File: config.mk
export PLATFORM = sky130hd
export DESIGN_NAME = bc1_bc2_block_decoder_top
export DESIGN_NICKNAME = d
export VERILOG_FILES = /design/src/design/bbd_pkg.sv /design/src/design/bbd_front.sv /design/src/design/bbd_queue.sv /design/src/design/bbd_back.sv /design/src/design/bc1_bc2_block_decoder_top.sv
export SDC_FILE = /design/constraint.sdc
export NUM_CORES = 1
export LEC_CHECK = 0
export BUFFER_PORTS_ARGS = -buffer_cell sky130_fd_sc_hd__buf_2
export CAP_MARGIN = 20
export CORE_MARGIN = 4
export CORE_UTILIZATION = 50
export DETAILED_ROUTE_END_ITERATION = 6
export HOLD_SLACK_MARGIN = 0.05
export PLACE_DENSITY = 0.67
export SLEW_MARGIN = 15
export SYNTH_ARGS = -nofsm -noshare
export SYNTH_HDL_FRONTEND = slang
export SYNTH_SLANG_ARGS = --single-unit
File: constraint.sdc
create_clock -name i_clk -period 11.11 [get_ports i_clk]
set_input_delay 1.6665 -clock i_clk [delete_from_list [all_inputs] [get_ports i_clk]]
set_output_delay 1.6665 -clock i_clk [all_outputs]
set_load 0.01 [all_outputs]
File: src/design/bbd_pkg.sv
// ----------------------------------------------------------------------------
// bbd_pkg
// Shared types, constants and color helpers for the BC1/BC2 block decoder.
// ----------------------------------------------------------------------------
package bbd_pkg;

    // Block geometry
    localparam int unsigned NUM_PIX = 16;
    localparam int unsigned PIX_W   = $clog2(NUM_PIX);

    // Front-to-back queue
    localparam int unsigned QDEPTH = 2;
    localparam int unsigned QPTR_W = $clog2(QDEPTH);
    localparam int unsigned QCNT_W = $clog2(QDEPTH + 1);

    // Divide by three: x/3 == (x*683) >> 11 for all x below 1536
    localparam logic [9:0]  DIV3_MUL   = 10'd683;
    localparam int unsigned DIV3_SHIFT = 11;

    localparam logic [7:0] ALPHA_OPAQUE = 8'hFF;
    localparam logic [7:0] CHAN_ZERO    = 8'h00;

    // Palette codes
    typedef enum logic [1:0] {
        CODE_C0    = 2'd0,
        CODE_C1    = 2'd1,
        CODE_MIX_A = 2'd2,
        CODE_MIX_B = 2'd3
    } t_code;

    typedef logic [7:0] t_chan;

    typedef struct packed {
        t_chan r;
        t_chan g;
        t_chan b;
    } t_rgb;

    // One classified block as it travels from front to back
    typedef struct packed {
        t_rgb [3:0]  pal;     // four palette entries, indexed by code
        logic        dxt3;    // explicit alpha from nibbles
        logic        punch;   // three-color block, code 3 is transparent
        logic [31:0] codes;
        logic [63:0] alphas;
    } t_blk;

    // One decoded pixel
    typedef struct packed {
        t_chan            r;
        t_chan            g;
        t_chan            b;
        t_chan            a;
        logic [PIX_W-1:0] idx;
        logic             last;
    } t_pix;

    // 5-bit to 8-bit by bit replication
    function automatic t_chan widen5(input logic [4:0] v);
        return {v, v[4:2]};
    endfunction

    // 6-bit to 8-bit by bit replication
    function automatic t_chan widen6(input logic [5:0] v);
        return {v, v[5:4]};
    endfunction

    function automatic t_rgb expand565(input logic [15:0] c);
        t_rgb res;
        res.r = widen5(c[15:11]);
        res.g = widen6(c[10:5]);
        res.b = widen5(c[4:0]);
        return res;
    endfunction

    // floor(x/3) by reciprocal multiply, x up to 765
    function automatic t_chan div3(input logic [9:0] x);
        logic [19:0] prod;
        prod = 20'(x) * 20'(DIV3_MUL);
        return prod[DIV3_SHIFT +: 8];
    endfunction

    // Two interpolated entries for one channel: {code 2, code 3}
    function automatic logic [15:0] mix_chan(input t_chan a, input t_chan b,
                                             input logic four);
        logic [9:0] s_a;
        logic [9:0] s_b;
        logic [8:0] s_ab;
        s_a  = {1'b0, a, 1'b0} + {2'b00, b};
        s_b  = {2'b00, a} + {1'b0, b, 1'b0};
        s_ab = {1'b0, a} + {1'b0, b};
        if (four) begin
            return {div3(s_a), div3(s_b)};
        end else begin
            return {s_ab[8:1], CHAN_ZERO};
        end
    endfunction

endpackage

File: src/design/bbd_front.sv
// ----------------------------------------------------------------------------
// bbd_front
// Accepts compressed blocks, holds the format register and builds the
// four-entry palette; hands classified blocks to the queue.
// ----------------------------------------------------------------------------
module bbd_front import bbd_pkg::*; (
    input  logic        i_clk,
    input  logic        i_rst_n,
    input  logic        i_cfg_wr_en,
    input  logic        i_cfg_wr_data,
    input  logic        push,
    output logic        full,
    input  logic [15:0] i_endpoint_zero,
    input  logic [15:0] i_endpoint_one,
    input  logic [31:0] i_index_bits,
    input  logic [63:0] i_explicit_alpha,
    output logic        o_q_wr,
    output t_blk        o_q_din,
    input  logic        i_q_full
);

    logic        r_fmt;
    logic        r_vld;
    logic [15:0] r_e0;
    logic [15:0] r_e1;
    logic [31:0] r_codes;
    logic [63:0] r_alphas;
    logic        r_dxt3;

    logic        acc;
    logic        four;
    t_rgb        c0;
    t_rgb        c1;
    logic [15:0] mix_r;
    logic [15:0] mix_g;
    logic [15:0] mix_b;

    // Stage moves on when the queue has room
    assign o_q_wr = r_vld && !i_q_full;
    assign full   = r_vld && i_q_full;
    assign acc    = push && !full;

    // Format register
    always_ff @(posedge i_clk) begin
        if (!i_rst_n) begin
            r_fmt <= 1'b0;
        end else if (i_cfg_wr_en) begin
            r_fmt <= i_cfg_wr_data;
        end
    end

    // Input stage
    always_ff @(posedge i_clk) begin
        if (!i_rst_n) begin
            r_vld <= 1'b0;
        end else if (acc) begin
            r_vld <= 1'b1;
        end else if (o_q_wr) begin
            r_vld <= 1'b0;
        end
    end

    always_ff @(posedge i_clk) begin
        if (acc) begin
            r_e0     <= i_endpoint_zero;
            r_e1     <= i_endpoint_one;
            r_codes  <= i_index_bits;
            r_alphas <= i_explicit_alpha;
            r_dxt3   <= r_fmt;
        end
    end

    // Classify and build the palette
    always_comb begin
        four  = r_dxt3 || (r_e0 > r_e1);
        c0    = expand565(r_e0);
        c1    = expand565(r_e1);
        mix_r = mix_chan(c0.r, c1.r, four);
        mix_g = mix_chan(c0.g, c1.g, four);
        mix_b = mix_chan(c0.b, c1.b, four);

        o_q_din.pal[CODE_C0]    = c0;
        o_q_din.pal[CODE_C1]    = c1;
        o_q_din.pal[CODE_MIX_A] = '{r: mix_r[15:8], g: mix_g[15:8], b: mix_b[15:8]};
        o_q_din.pal[CODE_MIX_B] = '{r: mix_r[7:0], g: mix_g[7:0], b: mix_b[7:0]};
        o_q_din.dxt3            = r_dxt3;
        o_q_din.punch           = !four;
        o_q_din.codes           = r_codes;
        o_q_din.alphas          = r_alphas;
    end

endmodule

File: src/design/bbd_queue.sv
// ----------------------------------------------------------------------------
// bbd_queue
// Short first-in first-out queue of classified blocks between front and back.
// ----------------------------------------------------------------------------
module bbd_queue import bbd_pkg::*; (
    input  logic i_clk,
    input  logic i_rst_n,
    input  logic i_wr,
    input  t_blk i_din,
    output logic o_full,
    input  logic i_rd,
    output logic o_vld,
    output t_blk o_dout
);

    t_blk              r_mem [QDEPTH];
    logic [QPTR_W-1:0] r_wr_ptr;
    logic [QPTR_W-1:0] r_rd_ptr;
    logic [QCNT_W-1:0] r_cnt;

    logic do_wr;
    logic do_rd;

    assign o_full = (r_cnt == QCNT_W'(QDEPTH));
    assign o_vld  = (r_cnt != '0);
    assign do_wr  = i_wr && !o_full;
    assign do_rd  = i_rd && o_vld;
    assign o_dout = r_mem[r_rd_ptr];

    // Pointers and fill count
    always_ff @(posedge i_clk) begin
        if (!i_rst_n) begin
            r_wr_ptr <= '0;
            r_rd_ptr <= '0;
            r_cnt    <= '0;
        end else begin
            if (do_wr) begin
                r_wr_ptr <= (r_wr_ptr == QPTR_W'(QDEPTH - 1)) ? '0 : r_wr_ptr + 1'b1;
            end
            if (do_rd) begin
                r_rd_ptr <= (r_rd_ptr == QPTR_W'(QDEPTH - 1)) ? '0 : r_rd_ptr + 1'b1;
            end
            if (do_wr && !do_rd) begin
                r_cnt <= r_cnt + 1'b1;
            end else if (do_rd && !do_wr) begin
                r_cnt <= r_cnt - 1'b1;
            end
        end
    end

    // Storage
    always_ff @(posedge i_clk) begin
        if (do_wr) begin
            r_mem[r_wr_ptr] <= i_din;
        end
    end

endmodule

File: src/design/bbd_back.sv
// ----------------------------------------------------------------------------
// bbd_back
// Walks the sixteen pixels of the current block, one per cycle while the
// result register is free or popped, into a registered result stage.
// ----------------------------------------------------------------------------
module bbd_back import bbd_pkg::*; (
    input  logic i_clk,
    input  logic i_rst_n,
    input  logic i_q_vld,
    input  t_blk i_q_dout,
    output logic o_q_rd,
    output logic o_out_vld,
    output t_pix o_pix,
    input  logic pop
);

    t_blk             r_ent;
    logic             r_act;
    logic [PIX_W-1:0] r_cnt;
    logic             r_out_vld;
    t_pix             r_out;

    logic             adv;
    logic             at_last;
    t_code            code;
    logic [3:0]       nib;
    t_rgb             col;
    t_pix             n_out;

    assign at_last   = (r_cnt == PIX_W'(NUM_PIX - 1));
    assign adv       = r_act && (!r_out_vld || pop);
    assign o_q_rd    = i_q_vld && (!r_act || (adv && at_last));
    assign o_out_vld = r_out_vld;
    assign o_pix     = r_out;

    // Decode the current pixel
    always_comb begin
        code = t_code'(r_ent.codes[{r_cnt, 1'b0} +: 2]);
        nib  = r_ent.alphas[{r_cnt, 2'b00} +: 4];
        col  = r_ent.pal[code];

        n_out.r    = col.r;
        n_out.g    = col.g;
        n_out.b    = col.b;
        n_out.idx  = r_cnt;
        n_out.last = at_last;
        if (r_ent.dxt3) begin
            n_out.a = {nib, nib};
        end else if (r_ent.punch && (code == CODE_MIX_B)) begin
            n_out.a = CHAN_ZERO;
        end else begin
            n_out.a = ALPHA_OPAQUE;
        end
    end

    // Block sequencer
    always_ff @(posedge i_clk) begin
        if (!i_rst_n) begin
            r_act <= 1'b0;
            r_cnt <= '0;
        end else begin
            if (adv) begin
                r_cnt <= at_last ? '0 : r_cnt + 1'b1;
            end
            if (!r_act || (adv && at_last)) begin
                r_act <= i_q_vld;
            end
        end
    end

    always_ff @(posedge i_clk) begin
        if (o_q_rd) begin
            r_ent <= i_q_dout;
        end
    end

    // Result register
    always_ff @(posedge i_clk) begin
        if (!i_rst_n) begin
            r_out_vld <= 1'b0;
        end else if (adv) begin
            r_out_vld <= 1'b1;
        end else if (pop) begin
            r_out_vld <= 1'b0;
        end
    end

    always_ff @(posedge i_clk) begin
        if (adv) begin
            r_out <= n_out;
        end
    end

`ifndef ASSERT_OFF
    // A new block is taken only when none is in progress or the last pixel leaves
    a_load_at_boundary: assert property (@(posedge i_clk) disable iff (!i_rst_n)
        o_q_rd |-> (!r_act || (adv && at_last)))
        else $error("block loaded in the middle of another block");

    // Pixel counter holds while the sequencer is stalled
    a_cnt_hold: assert property (@(posedge i_clk) disable iff (!i_rst_n)
        (r_act && !adv) |=> $stable(r_cnt))
        else $error("pixel counter moved while stalled");

    // Last flag marks pixel fifteen only
    a_last_idx: assert property (@(posedge i_clk) disable iff (!i_rst_n)
        r_out_vld |-> (r_out.last == (r_out.idx == PIX_W'(NUM_PIX - 1))))
        else $error("last flag does not match pixel index");

    // Counter rests at zero when no block is active
    a_idle_cnt: assert property (@(posedge i_clk) disable iff (!i_rst_n)
        !r_act |-> (r_cnt == '0))
        else $error("pixel counter not at zero while idle");
`endif

endmodule

File: src/design/bc1_bc2_block_decoder_top.sv
// Pipeline: a block passes the input stage, the queue and the back end's block
// register before its first pixel is registered for the result ports; the other 15
// follow. Throughput: one pixel per cycle while pop keeps up, set by the
// single-pixel result register; a two-deep queue lets input run ahead.
// Reset: synchronous, active low; clears the format register to DXT1 and
// empties the input stage, the queue and the result register.
// ----------------------------------------------------------------------------
// bc1_bc2_block_decoder_top
// BC1/BC2 (DXT1/DXT3) 4x4 block decoder: compressed block in, sixteen
// RGBA8888 pixels out in raster order.
// ----------------------------------------------------------------------------
module bc1_bc2_block_decoder_top import bbd_pkg::*; (
    input  logic        i_clk,
    input  logic        i_rst_n,
    input  logic        i_cfg_wr_en,
    input  logic        i_cfg_wr_data,
    input  logic        push,
    output logic        full,
    input  logic [15:0] i_endpoint_zero,
    input  logic [15:0] i_endpoint_one,
    input  logic [31:0] i_index_bits,
    input  logic [63:0] i_explicit_alpha,
    output logic        empty,
    input  logic        pop,
    output logic [7:0]  o_pixel_red,
    output logic [7:0]  o_pixel_green,
    output logic [7:0]  o_pixel_blue,
    output logic [7:0]  o_pixel_alpha,
    output logic [3:0]  o_pixel_index,
    output logic        o_last_pixel
);

    logic q_wr;
    t_blk q_din;
    logic q_full;
    logic q_rd;
    logic q_vld;
    t_blk q_dout;
    logic out_vld;
    t_pix pix;

    // Front: accept and classify
    bbd_front u_front (
        .i_clk            (i_clk),
        .i_rst_n          (i_rst_n),
        .i_cfg_wr_en      (i_cfg_wr_en),
        .i_cfg_wr_data    (i_cfg_wr_data),
        .push             (push),
        .full             (full),
        .i_endpoint_zero  (i_endpoint_zero),
        .i_endpoint_one   (i_endpoint_one),
        .i_index_bits     (i_index_bits),
        .i_explicit_alpha (i_explicit_alpha),
        .o_q_wr           (q_wr),
        .o_q_din          (q_din),
        .i_q_full         (q_full)
    );

    // Decoupling queue
    bbd_queue u_queue (
        .i_clk   (i_clk),
        .i_rst_n (i_rst_n),
        .i_wr    (q_wr),
        .i_din   (q_din),
        .o_full  (q_full),
        .i_rd    (q_rd),
        .o_vld   (q_vld),
        .o_dout  (q_dout)
    );

    // Back: pixel sequencer
    bbd_back u_back (
        .i_clk     (i_clk),
        .i_rst_n   (i_rst_n),
        .i_q_vld   (q_vld),
        .i_q_dout  (q_dout),
        .o_q_rd    (q_rd),
        .o_out_vld (out_vld),
        .o_pix     (pix),
        .pop       (pop)
    );

    assign empty         = !out_vld;
    assign o_pixel_red   = pix.r;
    assign o_pixel_green = pix.g;
    assign o_pixel_blue  = pix.b;
    assign o_pixel_alpha = pix.a;
    assign o_pixel_index = pix.idx;
    assign o_last_pixel  = pix.last;

endmodule

== Word level (Yosys, flattened, before mapping) ==
Memory sizes are Yosys's and may differ from the RTL's. A register that Yosys moved wholly into a read port is not among the register bits.
Cells that the tools add are included.

* Bits in registers: 178
* ROM bits: 0
* Bits in latches: 0
* Input port bits: 134
* Output and inout port bits: 39
* Memories: 1
* RAM bits: 388

* Eq/ne operators: 3
* Div/mod/pow operators: 0
* $lt $le $gt $ge: 2
* $mul: 6
* Bitwise logic cells: 0
* Add/sub/neg operators: 14
* Shift-type cells: 2
* Reductions and logical operators: 25
* Muxes and demuxes: 18

{| class="wikitable"
|+ Memories
! name !! depth !! bits a word !! rd ports !! clocked after memory_dff !! wr ports !! line !! text
|-
| u_queue.r_mem || 2 || 194 || 1 || 1 || 1 || bbd_queue.sv:16 || <nowiki>t_blk r_mem [QDEPTH];</nowiki>
|}

{| class="wikitable"
|+ Operators with widths
! operator !! number
|-
| $mul 10x10->19 const B || 6
|-
| $shiftx 64x7->4 || 1
|-
| $bmux 24 s2 || 1
|-
| $mux 16 || 3
|-
| $shiftx 32x6->2 || 1
|-
| $add 8x9->10 || 3
|-
| $add 9x8->10 || 3
|-
| $add 8x8->9 || 3
|-
| $mux 24 || 1
|-
| $gt 16x16->1 || 1
|-
| $mux 8 || 2
|-
| $logic_and 1x1->1 || 11
|-
| $mux 1 || 8
|-
| $reduce_bool 2->1 || 4
|-
| $logic_not 1->1 || 7
|-
| $add 4x1->4 const B || 1
|-
| $eq 2x2->1 const B || 2
|-
| $eq 4x4->1 const B || 1
|-
| $mux 2 || 2
|-
| $mux 4 || 1
|-
| $logic_or 1x1->1 || 3
|-
| $lt 2x3->1 const B || 1
|-
| $add 1x1->1 const B || 2
|-
| $add 2x1->2 const B || 1
|-
| $sub 2x1->2 const B || 1
|}

== Logic depth before layout (Yosys ltp) ==
Gate-level depths: netlist of the first run.

* Word-level depth: 10
* Depth in mapped cells: 26
* Depth with buffers taken out: 26

== Cells and area by module ==
From an unflattened synthesis of the first run, not the netlist that was laid out.

* Cell total of the unflattened synthesis: 2819
* Area total of the unflattened synthesis: 41308.4 um^2

{| class="wikitable"
|+ Modules (own cells, without submodules)
! module !! area each (um^2) !! cells each !! times used
|-
| bbd_front || 17003.8 || 1625 || 1
|-
| bbd_queue || 14905.5 || 629 || 1
|-
| bbd_back || 9395.3 || 564 || 1
|-
| bc1_bc2_block_decoder_top || 3.8 || 1 || 1
|}

== Worst setup path after synthesis of the first run ==
Ideal clock, no wire load.

* Path type: reg-to-reg
* From: register u_queue.r_cnt[0]
* To: memory u_queue.r_mem[0][0] in the netlist's numbering, enable pin
* Setup time: 0.719 ns
* Buffers on the path: 0
* Arrival: 8.023 ns
* Stages on the path, launching flop included: 4
* Setup slack: 2.368 ns
* Path through: dfxtp_1 > nand2b_1 > nand2_1 > nor2_1

* Longest elaborated chain between the ends: 6

{| class="wikitable"
|+ RTL lines
! item !! line !! text
|-
| start, declared || bbd_queue.sv:19 || <nowiki>logic [QCNT_W-1:0] r_cnt;</nowiki>
|-
| start signal, assigned || bbd_queue.sv:44 || <nowiki>r_cnt <= r_cnt + 1'b1;</nowiki>
|-
| start signal, assigned || bbd_queue.sv:46 || <nowiki>r_cnt <= r_cnt - 1'b1;</nowiki>
|-
| $eq 2x2->1 * || bbd_queue.sv:24 || <nowiki>assign o_full = (r_cnt == QCNT_W'(QDEPTH));</nowiki>
|-
| $logic_not 1->1 * || bbd_front.sv:39, bbd_queue.sv:26 ||
|-
| $logic_and 1x1->1 || bbd_front.sv:39 || <nowiki>assign o_q_wr = r_vld && !i_q_full;</nowiki>
|-
| $logic_and 1x1->1 * || bbd_queue.sv:26 || <nowiki>assign do_wr = i_wr && !o_full;</nowiki>
|-
| $mux 1 * || bbd_queue.sv:53 || <nowiki>if (do_wr) begin</nowiki>
|-
| $mux 1 (implied by the code) * || bbd_queue.sv:54 || <nowiki>r_mem[r_wr_ptr] <= i_din;</nowiki>
|-
| end, declared || bbd_queue.sv:16 ||
|}

Mark *: on every way between the ends. The rest lies on a longest branch, timed or not.

==> tab_implementation.tex, run 1 <==
\begin{tabular}{lr}
\hline
Metric & Value \\
\hline
\multicolumn{2}{l}{\textbf{Yosys}} \\
Dominant cell by count in the synthesized netlist & sky130\_fd\_sc\_hd\_\_edfxtp\_1 \\
Avg Cell Area, Syn & 14.69 µm² \\
Post-Syn Nets & 3261 \\
Number of standard cells after synthesis & $\sim$2600 \\
Number of enable flip-flop cells after synthesis & around 700 \\
Flops \& latches, synth & slightly above 700 \\
Area share of the largest cell type after synthesis & between 50\% and 60\% \\
Post-synth design cell area & 38090 µm² \\
Most used DFF post-synth & sky130\_fd\_sc\_hd\_\_edfxtp\_1 \\
Count of cell types in the netlist & 62 \\
Post-synthesis async set-or-reset flop share & 0\% \\
Part of the Yosys area used for sequential elements & between 50\% and 60\% \\
Largest area contributor in the synthesized netlist & sky130\_fd\_sc\_hd\_\_edfxtp\_1 \\
Dominant cells by area after synthesis & sky130\_fd\_sc\_hd\_\_edfxtp\_1 55\%, sky130\_fd\_sc\_hd\_\_ha\_1 13\%, sky130\_fd\_sc\_hd\_\_fa\_1 6.7\%, sky130\_fd\_sc\_hd\_\_mux2\_2 5.3\%, sky130\_fd\_sc\_hd\_\_inv\_1 2.9\% \\
Yosys warnings & 0 \\
Synth cell count leaders & 696 x sky130\_fd\_sc\_hd\_\_edfxtp\_1, 407 x sky130\_fd\_sc\_hd\_\_ha\_1, 298 x sky130\_fd\_sc\_hd\_\_inv\_1, 179 x sky130\_fd\_sc\_hd\_\_mux2\_2, 128 x sky130\_fd\_sc\_hd\_\_fa\_1 \\
\multicolumn{2}{l}{\textbf{Die}} \\
Total die area & 80650 µm² \\
Horizontal die dimension & around 280 µm \\
Placeable core area & roughly 75000 µm² \\
Number of placement rows & 100 \\
Io pins & approximately 170 \\
Initial standard-cell utilization of the core & around half \\
Vertical extent of the die & approximately 280 µm \\
\multicolumn{2}{l}{\textbf{STA}} \\
Highest clock rate & between 0.1 and 0.15 GHz \\
Tmin final & $\sim$7.0 ns \\
Final Hold Violating Endpoints & 0 \\
Least-Margin Pin Slew & approximately 1.1 ns \\
Max-slew violation total from the final report & 0 \\
Normalized max-slew margin & a little over a quarter \\
Crit share post-route & between 60 and 70\% \\
Worst Clk Skew & 0.04241 ns \\
TNS Setup & 0 ns \\
Setup repair after global routing missed its margin & false \\
Number of failing setup endpoints in the final timing report & 0 \\
\multicolumn{2}{l}{\textbf{Worst setup path}} \\
Required time of the worst setup path & roughly 11 ns \\
Cell chain of the critical path & ha\_1, inv\_1, fa\_1, nor2b\_1, o31a\_1, o21ai\_0, nand2\_1, xor2\_1, xnor2\_1, ha\_1, inv\_1, fa\_1, inv\_1, fa\_1, inv\_1, fa\_1, inv\_1, ha\_1, o21ai\_0, nor3\_1, o21ai\_0, a21boi\_1, o21ai\_0, a2111oi\_0 \\
Logic depth of the worst path, buffers included & 24 \\
Reg2Reg Depth & 24 \\
Worst Path Class, Setup & reg2reg \\
CP max stage delay & roughly 0.64 ns \\
Combined buffer and inverter count along the critical path & 5 \\
Cell seen most often among critical-path stages & sky130\_fd\_sc\_hd\_\_inv\_1 \\
Setup crit start kind & flop \\
Data arrival time at the worst-slack endpoint & 7.27 ns \\
Type of element capturing the critical path & flop \\
Biggest fanout along the worst timing path & 9 \\
Reg-to-reg slack, setup & a little over 4 ns \\
Worst path top cell family by delay & adder cells \\
Terminus of the critical flop-to-flop path & u\_queue.r\_mem[0][191] \\
Startpoint of the worst register-to-register path & u\_front.r\_e1[13] \\
Cell at the slowest stage of the critical path & sky130\_fd\_sc\_hd\_\_a2111oi\_0 \\
\multicolumn{2}{l}{\textbf{Clocking}} \\
Clock insertion delay at the later pin of the skew report & 0.62 ns \\
Clock tree from TritonCTS & done \\
Root buf cell & sky130\_fd\_sc\_hd\_\_clkbuf\_16 \\
Maximum buffer depth of the clock tree & 3 \\
Sink Count & 708 \\
H-Tree Level Count & 3 \\
Inserted Clock Buffers & 75 \\
Clk pin slew, worst setup/hold paths & approximately 0.060 ns \\
Count of hold-fix buffers inserted at cts & 0 \\
Setup bufs post-CTS & 0 \\
\# resized after CTS & 0 \\
\multicolumn{2}{l}{\textbf{Worst hold path}} \\
Beginning of the worst hold path & u\_front.r\_alphas[60] \\
Destination of the worst hold path & u\_queue.r\_mem[0][60] \\
Hold path depth & 0 \\
Type of the tightest min-delay check & reg2reg \\
\multicolumn{2}{l}{\textbf{Layout}} \\
Layout cell share with drive strength beyond 1 & between 10\% and 20\% \\
Net count, final & 3467 \\
Final-layout fill cell count & between 5000 and 6000 \\
Area growth, synth to finish & 11.53\% \\
\multicolumn{2}{l}{\textbf{Global route}} \\
Gr usage total & a little under a fifth \\
Pin count of the biggest net entering global routing & 140 \\
Vias in the first global route & roughly 22000 \\
Antenna violations before repair & 4 \\
Global route overflow & 0 \\
Global-route wire length before repair & between 100000 and 150000 µm \\
\multicolumn{2}{l}{\textbf{Flow run}} \\
Number of max-cap violations & 0 \\
\multicolumn{2}{l}{\textbf{Detailed routing}} \\
Number of vias per cell & around 5.5 \\
First-iteration detailed-routing DRC count & roughly 1300 \\
Final routed wirelength across all metal layers & roughly 77000 µm \\
Number of vias in the routed layout & around 21000 \\
Drt first pass iters & 5 \\
Wire length per cell & approximately 20 µm \\
Post-DRT Antenna Nets & 0 \\
Drc violations & 0 \\
\multicolumn{2}{l}{\textbf{Place}} \\
Final estimated routing congestion in global placement & between 0.9 and 1 \\
Detail Placement HPWL & around 54000 µm \\
Number of port buffers & 172 \\
\multicolumn{2}{l}{\textbf{Status}} \\
Result of the run & complete, no violations \\
\hline
\end{tabular}
[cell usage in the layout, fill, tap and decap left out, types with 16 or more instances in the layout]
cell type                   count
sky130_fd_sc_hd__edfxtp_1     696
sky130_fd_sc_hd__ha_1         407
sky130_fd_sc_hd__inv_1        296
sky130_fd_sc_hd__mux2_2       179
sky130_fd_sc_hd__buf_2        172
sky130_fd_sc_hd__fa_1         128
sky130_fd_sc_hd__a21oi_1      105
sky130_fd_sc_hd__xnor2_1       90
sky130_fd_sc_hd__nor2_1        79
sky130_fd_sc_hd__clkbuf_16     76
sky130_fd_sc_hd__nand2_1       73
sky130_fd_sc_hd__o21ai_0       56
sky130_fd_sc_hd__xor2_1        51
sky130_fd_sc_hd__mux4_2        37
sky130_fd_sc_hd__a21o_1        33
sky130_fd_sc_hd__o21bai_1      29
sky130_fd_sc_hd__mux2i_1       27
sky130_fd_sc_hd__nor2b_1       21
sky130_fd_sc_hd__a21boi_0      17
sky130_fd_sc_hd__nor3_1        17
sky130_fd_sc_hd__clkbuf_1      17
sky130_fd_sc_hd__o21a_1        16
sky130_fd_sc_hd__clkinv_2      16
[worst register-to-register path, delay by kind of cell, from the launching register on]
kind | cells | cell delay (ns)
fa+ha+maj | 7 | 2.94
compound gates | 7 | 1.83
xor+xnor | 2 | 0.61
flops | 1 | 0.55
simple gates | 3 | 0.51
buf+inv | 5 | 0.27
[sequential cells by signal (all words and copies together), names as in the netlist, 2 cells and up]
signal,flops
u_queue.r_mem,356
u_front.r_codes,32
u_front.r_alphas,64
u_back.r_cnt,4
u_back.o_pix,33
u_back.r_ent,178
u_front.r_e1,16
u_front.r_e0,16
u_queue.r_cnt,2
[through the flow]
| stage | utilization [%] | instances | hold WS [ns] | instance area [µm²] | setup WS [ns] |
|---|---|---|---|---|---|
| 3_5_place_dp | 53.46 | 3690 | 0.4296 | 40060 | 4.251 |
| 6_report | 56.68 | 3827 | 0.4320 | 42480 | 4.160 |
| 5_1_grt | 56.67 | 3826 | 0.4399 | 42480 | 3.741 |
| 3_3_place_gp | 53.46 | 3690 | 0.4215 | 40060 | 4.419 |
| 2_1_floorplan | - | 2592 | 0.4064 | 38090 | 2.368 |
| 4_1_cts | 56.67 | 3826 | 0.4233 | 42480 | 4.214 |
[layer usage]
metal / part of all wire, % / vias up / global-route usage [%]
met5: 0.059 / - / 0
met4: 2.0 / 8 / 4.628
met3: 4.3 / 101 / 2.731
met2: 51 / 430 / 33.77
met1: 43 / 10470 / 25.23
li1: - / 9942 / -
[kinds of logic after synthesis]
| family | after synthesis | synth area share (%) |
|---|---|---|
| DFF | 708 | 55.51 |
| adders and majority gates | 535 | 20.10 |
| buffers and inverters | 354 | 3.614 |
| AOI/OAI and AO/OA | 345 | 5.864 |
| and+or+nand+nor | 263 | 3.295 |
| muxes | 244 | 8.259 |
| xor gates and xnor gates | 143 | 3.361 |
[layout make-up]
class / count / area (µm²) / area share (%)
sequential: 708 / 21150 / 49.78
multi-input combinational: 1530 / 15600 / 36.72
clock buffer: 93 / 1966 / 4.627
timing repair buffer: 185 / 983.4 / 2.315
antenna: 1 / 2.502 / 0.005891
clock inverter: 43 / 445.4 / 1.049
inverter: 298 / 1124 / 2.645
tap: 969 / 1212 / 2.854
[how the worst max path moves through the flow]
stage                                       end  slack [ns]              from
final                     u_queue.r_mem[0][191]        4.16  u_front.r_e1[13]
after detailed placement  u_queue.r_mem[1][161]        4.25   u_front.r_e0[9]
after global placement    u_queue.r_mem[0][161]        4.42   u_front.r_e0[9]
after floorplan             u_queue.r_mem[0][0]        2.37  u_queue.r_cnt[0]
after CTS                 u_queue.r_mem[1][161]        4.21   u_front.r_e0[9]
after global routing      u_queue.r_mem[0][191]        3.74  u_front.r_e0[15]
Power of run 1 is not shown: default switching activity piles up to over one toggle a cycle in this logic, so the estimate is an artifact.
==> inputs of run 2 (changes only) <==
- clock period: 11.11 -> 7.2 ns (I/O delays scaled with it)
==> tab_implementation.tex, run 2 (synthesized netlist as in run 1, its figures left out) <==
\begin{tabular}{lr}
\hline
Metric & Value \\
\hline
\multicolumn{2}{l}{\textbf{Place}} \\
Placement Setup Slack & 0.4756 ns \\
Cell count after placement & between 3000 and 4000 \\
Detail Placement HPWL & $\sim$54000 µm \\
Number of port buffers & 172 \\
Final estimated routing congestion in global placement & $\sim$0.86 \\
\multicolumn{2}{l}{\textbf{STA}} \\
Setup repair after global routing missed its margin & false \\
Slack of the critical path & $\sim$0.35 ns \\
Normalized max-slew margin & about 25\% \\
Final Hold Violating Endpoints & 0 \\
TNS Setup & 0 ns \\
Worst Clk Skew & 0.04295 ns \\
Number of failing setup endpoints in the final timing report & 0 \\
Highest clock rate & 0.1459 GHz \\
Max-slew violation total from the final report & 0 \\
Crit share post-route & $\sim$95\% \\
Least-Margin Pin Slew & 1.121 ns \\
Tmin final & roughly 6.9 ns \\
\multicolumn{2}{l}{\textbf{Layout}} \\
Layout cell share with drive strength beyond 1 & a little under a fifth \\
Fraction of the core area covered by cells at the end of the flow & between 50\% and 60\% \\
Post-Layout Cell Count & 3828 \\
Flip-flop count of the largest register after layout & about 360 \\
Sequential standard cell area & 21150 µm² \\
Area growth, synth to finish & 11.71\% \\
Most common library cell in the layout ignoring fill and taps & sky130\_fd\_sc\_hd\_\_edfxtp\_1 \\
Net count, final & around 3500 \\
Biggest registers after layout & u\_queue.r\_mem (356), u\_back.r\_ent (178), u\_front.r\_alphas (64) \\
Combined area of the multi-input logic cells & 15620 µm² \\
Register name with the most flops & u\_queue.r\_mem \\
Commonest cells after routing, fill and taps aside & 696 x sky130\_fd\_sc\_hd\_\_edfxtp\_1, 407 x sky130\_fd\_sc\_hd\_\_ha\_1, 296 x sky130\_fd\_sc\_hd\_\_inv\_1, 179 x sky130\_fd\_sc\_hd\_\_mux2\_2, 172 x sky130\_fd\_sc\_hd\_\_buf\_2 \\
Final-layout fill cell count & 5873 \\
\multicolumn{2}{l}{\textbf{Worst setup path}} \\
Worst Path Class, Setup & reg2reg \\
Type of element capturing the critical path & flop \\
Biggest fanout along the worst timing path & 9 \\
Reg2Reg Depth & 22 \\
Terminus of the critical flop-to-flop path & u\_queue.r\_mem[0][182] \\
Startpoint of the worst register-to-register path & u\_front.r\_e0[10] \\
Required time of the worst setup path & about 7.5 ns \\
Cell chain of the critical path & ha\_1, fa\_1, a21oi\_1, o211ai\_1, a21oi\_1, xor2\_1, inv\_1, ha\_1, ha\_1, inv\_1, fa\_1, inv\_1, fa\_1, inv\_1, fa\_1, inv\_1, ha\_1, a21oi\_1, a21oi\_1, a211oi\_1, nor2\_1, a2111oi\_0 \\
CP max stage delay & approximately 0.6 ns \\
Cell seen most often among critical-path stages & sky130\_fd\_sc\_hd\_\_inv\_1 \\
Cell at the slowest stage of the critical path & sky130\_fd\_sc\_hd\_\_a2111oi\_0 \\
Data arrival time at the worst-slack endpoint & about 7.2 ns \\
Setup crit start kind & flop \\
Reg-to-reg slack, setup & between 0.3 and 0.4 ns \\
\multicolumn{2}{l}{\textbf{Clocking}} \\
Clk pin slew, worst setup/hold paths & roughly 0.060 ns \\
Clock tree from TritonCTS & done \\
Inserted Clock Buffers & 75 \\
Sink Count & approximately 710 \\
Root buf cell & sky130\_fd\_sc\_hd\_\_clkbuf\_16 \\
Count of hold-fix buffers inserted at cts & 0 \\
Maximum buffer depth of the clock tree & 3 \\
\# resized after CTS & 0 \\
Setup bufs post-CTS & 0 \\
Clock insertion delay at the later pin of the skew report & roughly 0.62 ns \\
H-Tree Level Count & 3 \\
\multicolumn{2}{l}{\textbf{Detailed routing}} \\
Final routed wirelength across all metal layers & slightly below 80000 µm \\
Drc violations & 0 \\
Number of vias per cell & roughly 5.5 \\
First-iteration detailed-routing DRC count & roughly 1300 \\
Post-DRT Antenna Nets & 0 \\
Wire length per cell & 20.31 µm \\
Number of vias in the routed layout & approximately 21000 \\
Drt first pass iters & 5 \\
\multicolumn{2}{l}{\textbf{Global route}} \\
Gr usage total & between 15 and 20\% \\
Global route overflow & 0 \\
Antenna violations before repair & 3 \\
Global-route wire length before repair & roughly 120000 µm \\
Vias in the first global route & between 20000 and 25000 \\
Pin count of the biggest net entering global routing & 180 \\
\multicolumn{2}{l}{\textbf{Die}} \\
Horizontal die dimension & between 200 and 300 µm \\
Vertical extent of the die & 284.0 µm \\
Total die area & a little over 80000 µm² \\
Number of placement rows & 100 \\
Io pins & around 170 \\
Initial standard-cell utilization of the core & about half \\
Placeable core area & $\sim$75000 µm² \\
\multicolumn{2}{l}{\textbf{Worst hold path}} \\
Type of the tightest min-delay check & reg2reg \\
Destination of the worst hold path & u\_queue.r\_mem[0][42] \\
Beginning of the worst hold path & u\_front.r\_alphas[42] \\
Hold path depth & 0 \\
\multicolumn{2}{l}{\textbf{Flow run}} \\
Number of max-cap violations & 0 \\
\multicolumn{2}{l}{\textbf{Status}} \\
Result of the run & complete, no violations \\
\hline
\end{tabular}
run 2: changes by cell type in the layout (fill, tap and decap cells not counted), sizes merged:
cell	previous run	this run
clkbuf	93	94
clkinv	34	20
clkinvlp	1	4
diode	1	5
buf	185	191
inv	302	303
run 2: area by class of cell:
type,instances,area share [%]
clock inverters,33,0.9323
repair buffers,191,2.506
multi-input cells,1530,36.71
diodes,5,0.02941
well taps,969,2.850
inverters,298,2.641
clock buffers,94,4.626
flip-flops and latches,708,49.70
run 2: how the worst max path moves through the flow:
stage	start	end
5_1_grt	u_front.r_e0[10]	u_queue.r_mem[0][182]
6_report	u_front.r_e0[10]	u_queue.r_mem[0][182]
4_1_cts	u_front.r_e0[14]	u_queue.r_mem[1][191]
2_1_floorplan	u_front.r_e0[9]	u_queue.r_mem[0][161]
3_3_place_gp	u_front.r_e0[10]	u_queue.r_mem[0][182]
3_5_place_dp	u_front.r_e0[14]	u_queue.r_mem[1][191]
run 2: per-layer routing:
| layer | part of all wire (%) | track usage [%] | vias to the layer above |
|---|---|---|---|
| met2 | 51 | 34.25 | 476 |
| met5 | 0.017 | 0 | - |
| met3 | 4.7 | 3.100 | 124 |
| li1 | - | - | 9942 |
| met1 | 42 | 24.82 | 10500 |
| met4 | 2.4 | 4.853 | 2 |
run 2: worst max-delay path: cells and delay by family, from the launching register on:
kind,cells,cell delay [ns]
AOI/OAI and AO/OA,7,2.03
xor gates and xnor gates,1,0.28
adders and majority gates,8,3.28
buffers and inverters,5,0.34
DFF,1,0.55
and+or+nand+nor,1,0.10
run 2: per-stage QoR:
step / instance area [µm²] / hold WS [ns]
after detailed placement: 40130 / 0.4306
after floorplan: 38090 / 0.4064
after global placement: 40130 / 0.4234
after CTS: 42490 / 0.4244
after global routing: 42530 / 0.4413
final: 42540 / 0.4266
Power of run 2 is left out for the same reason.
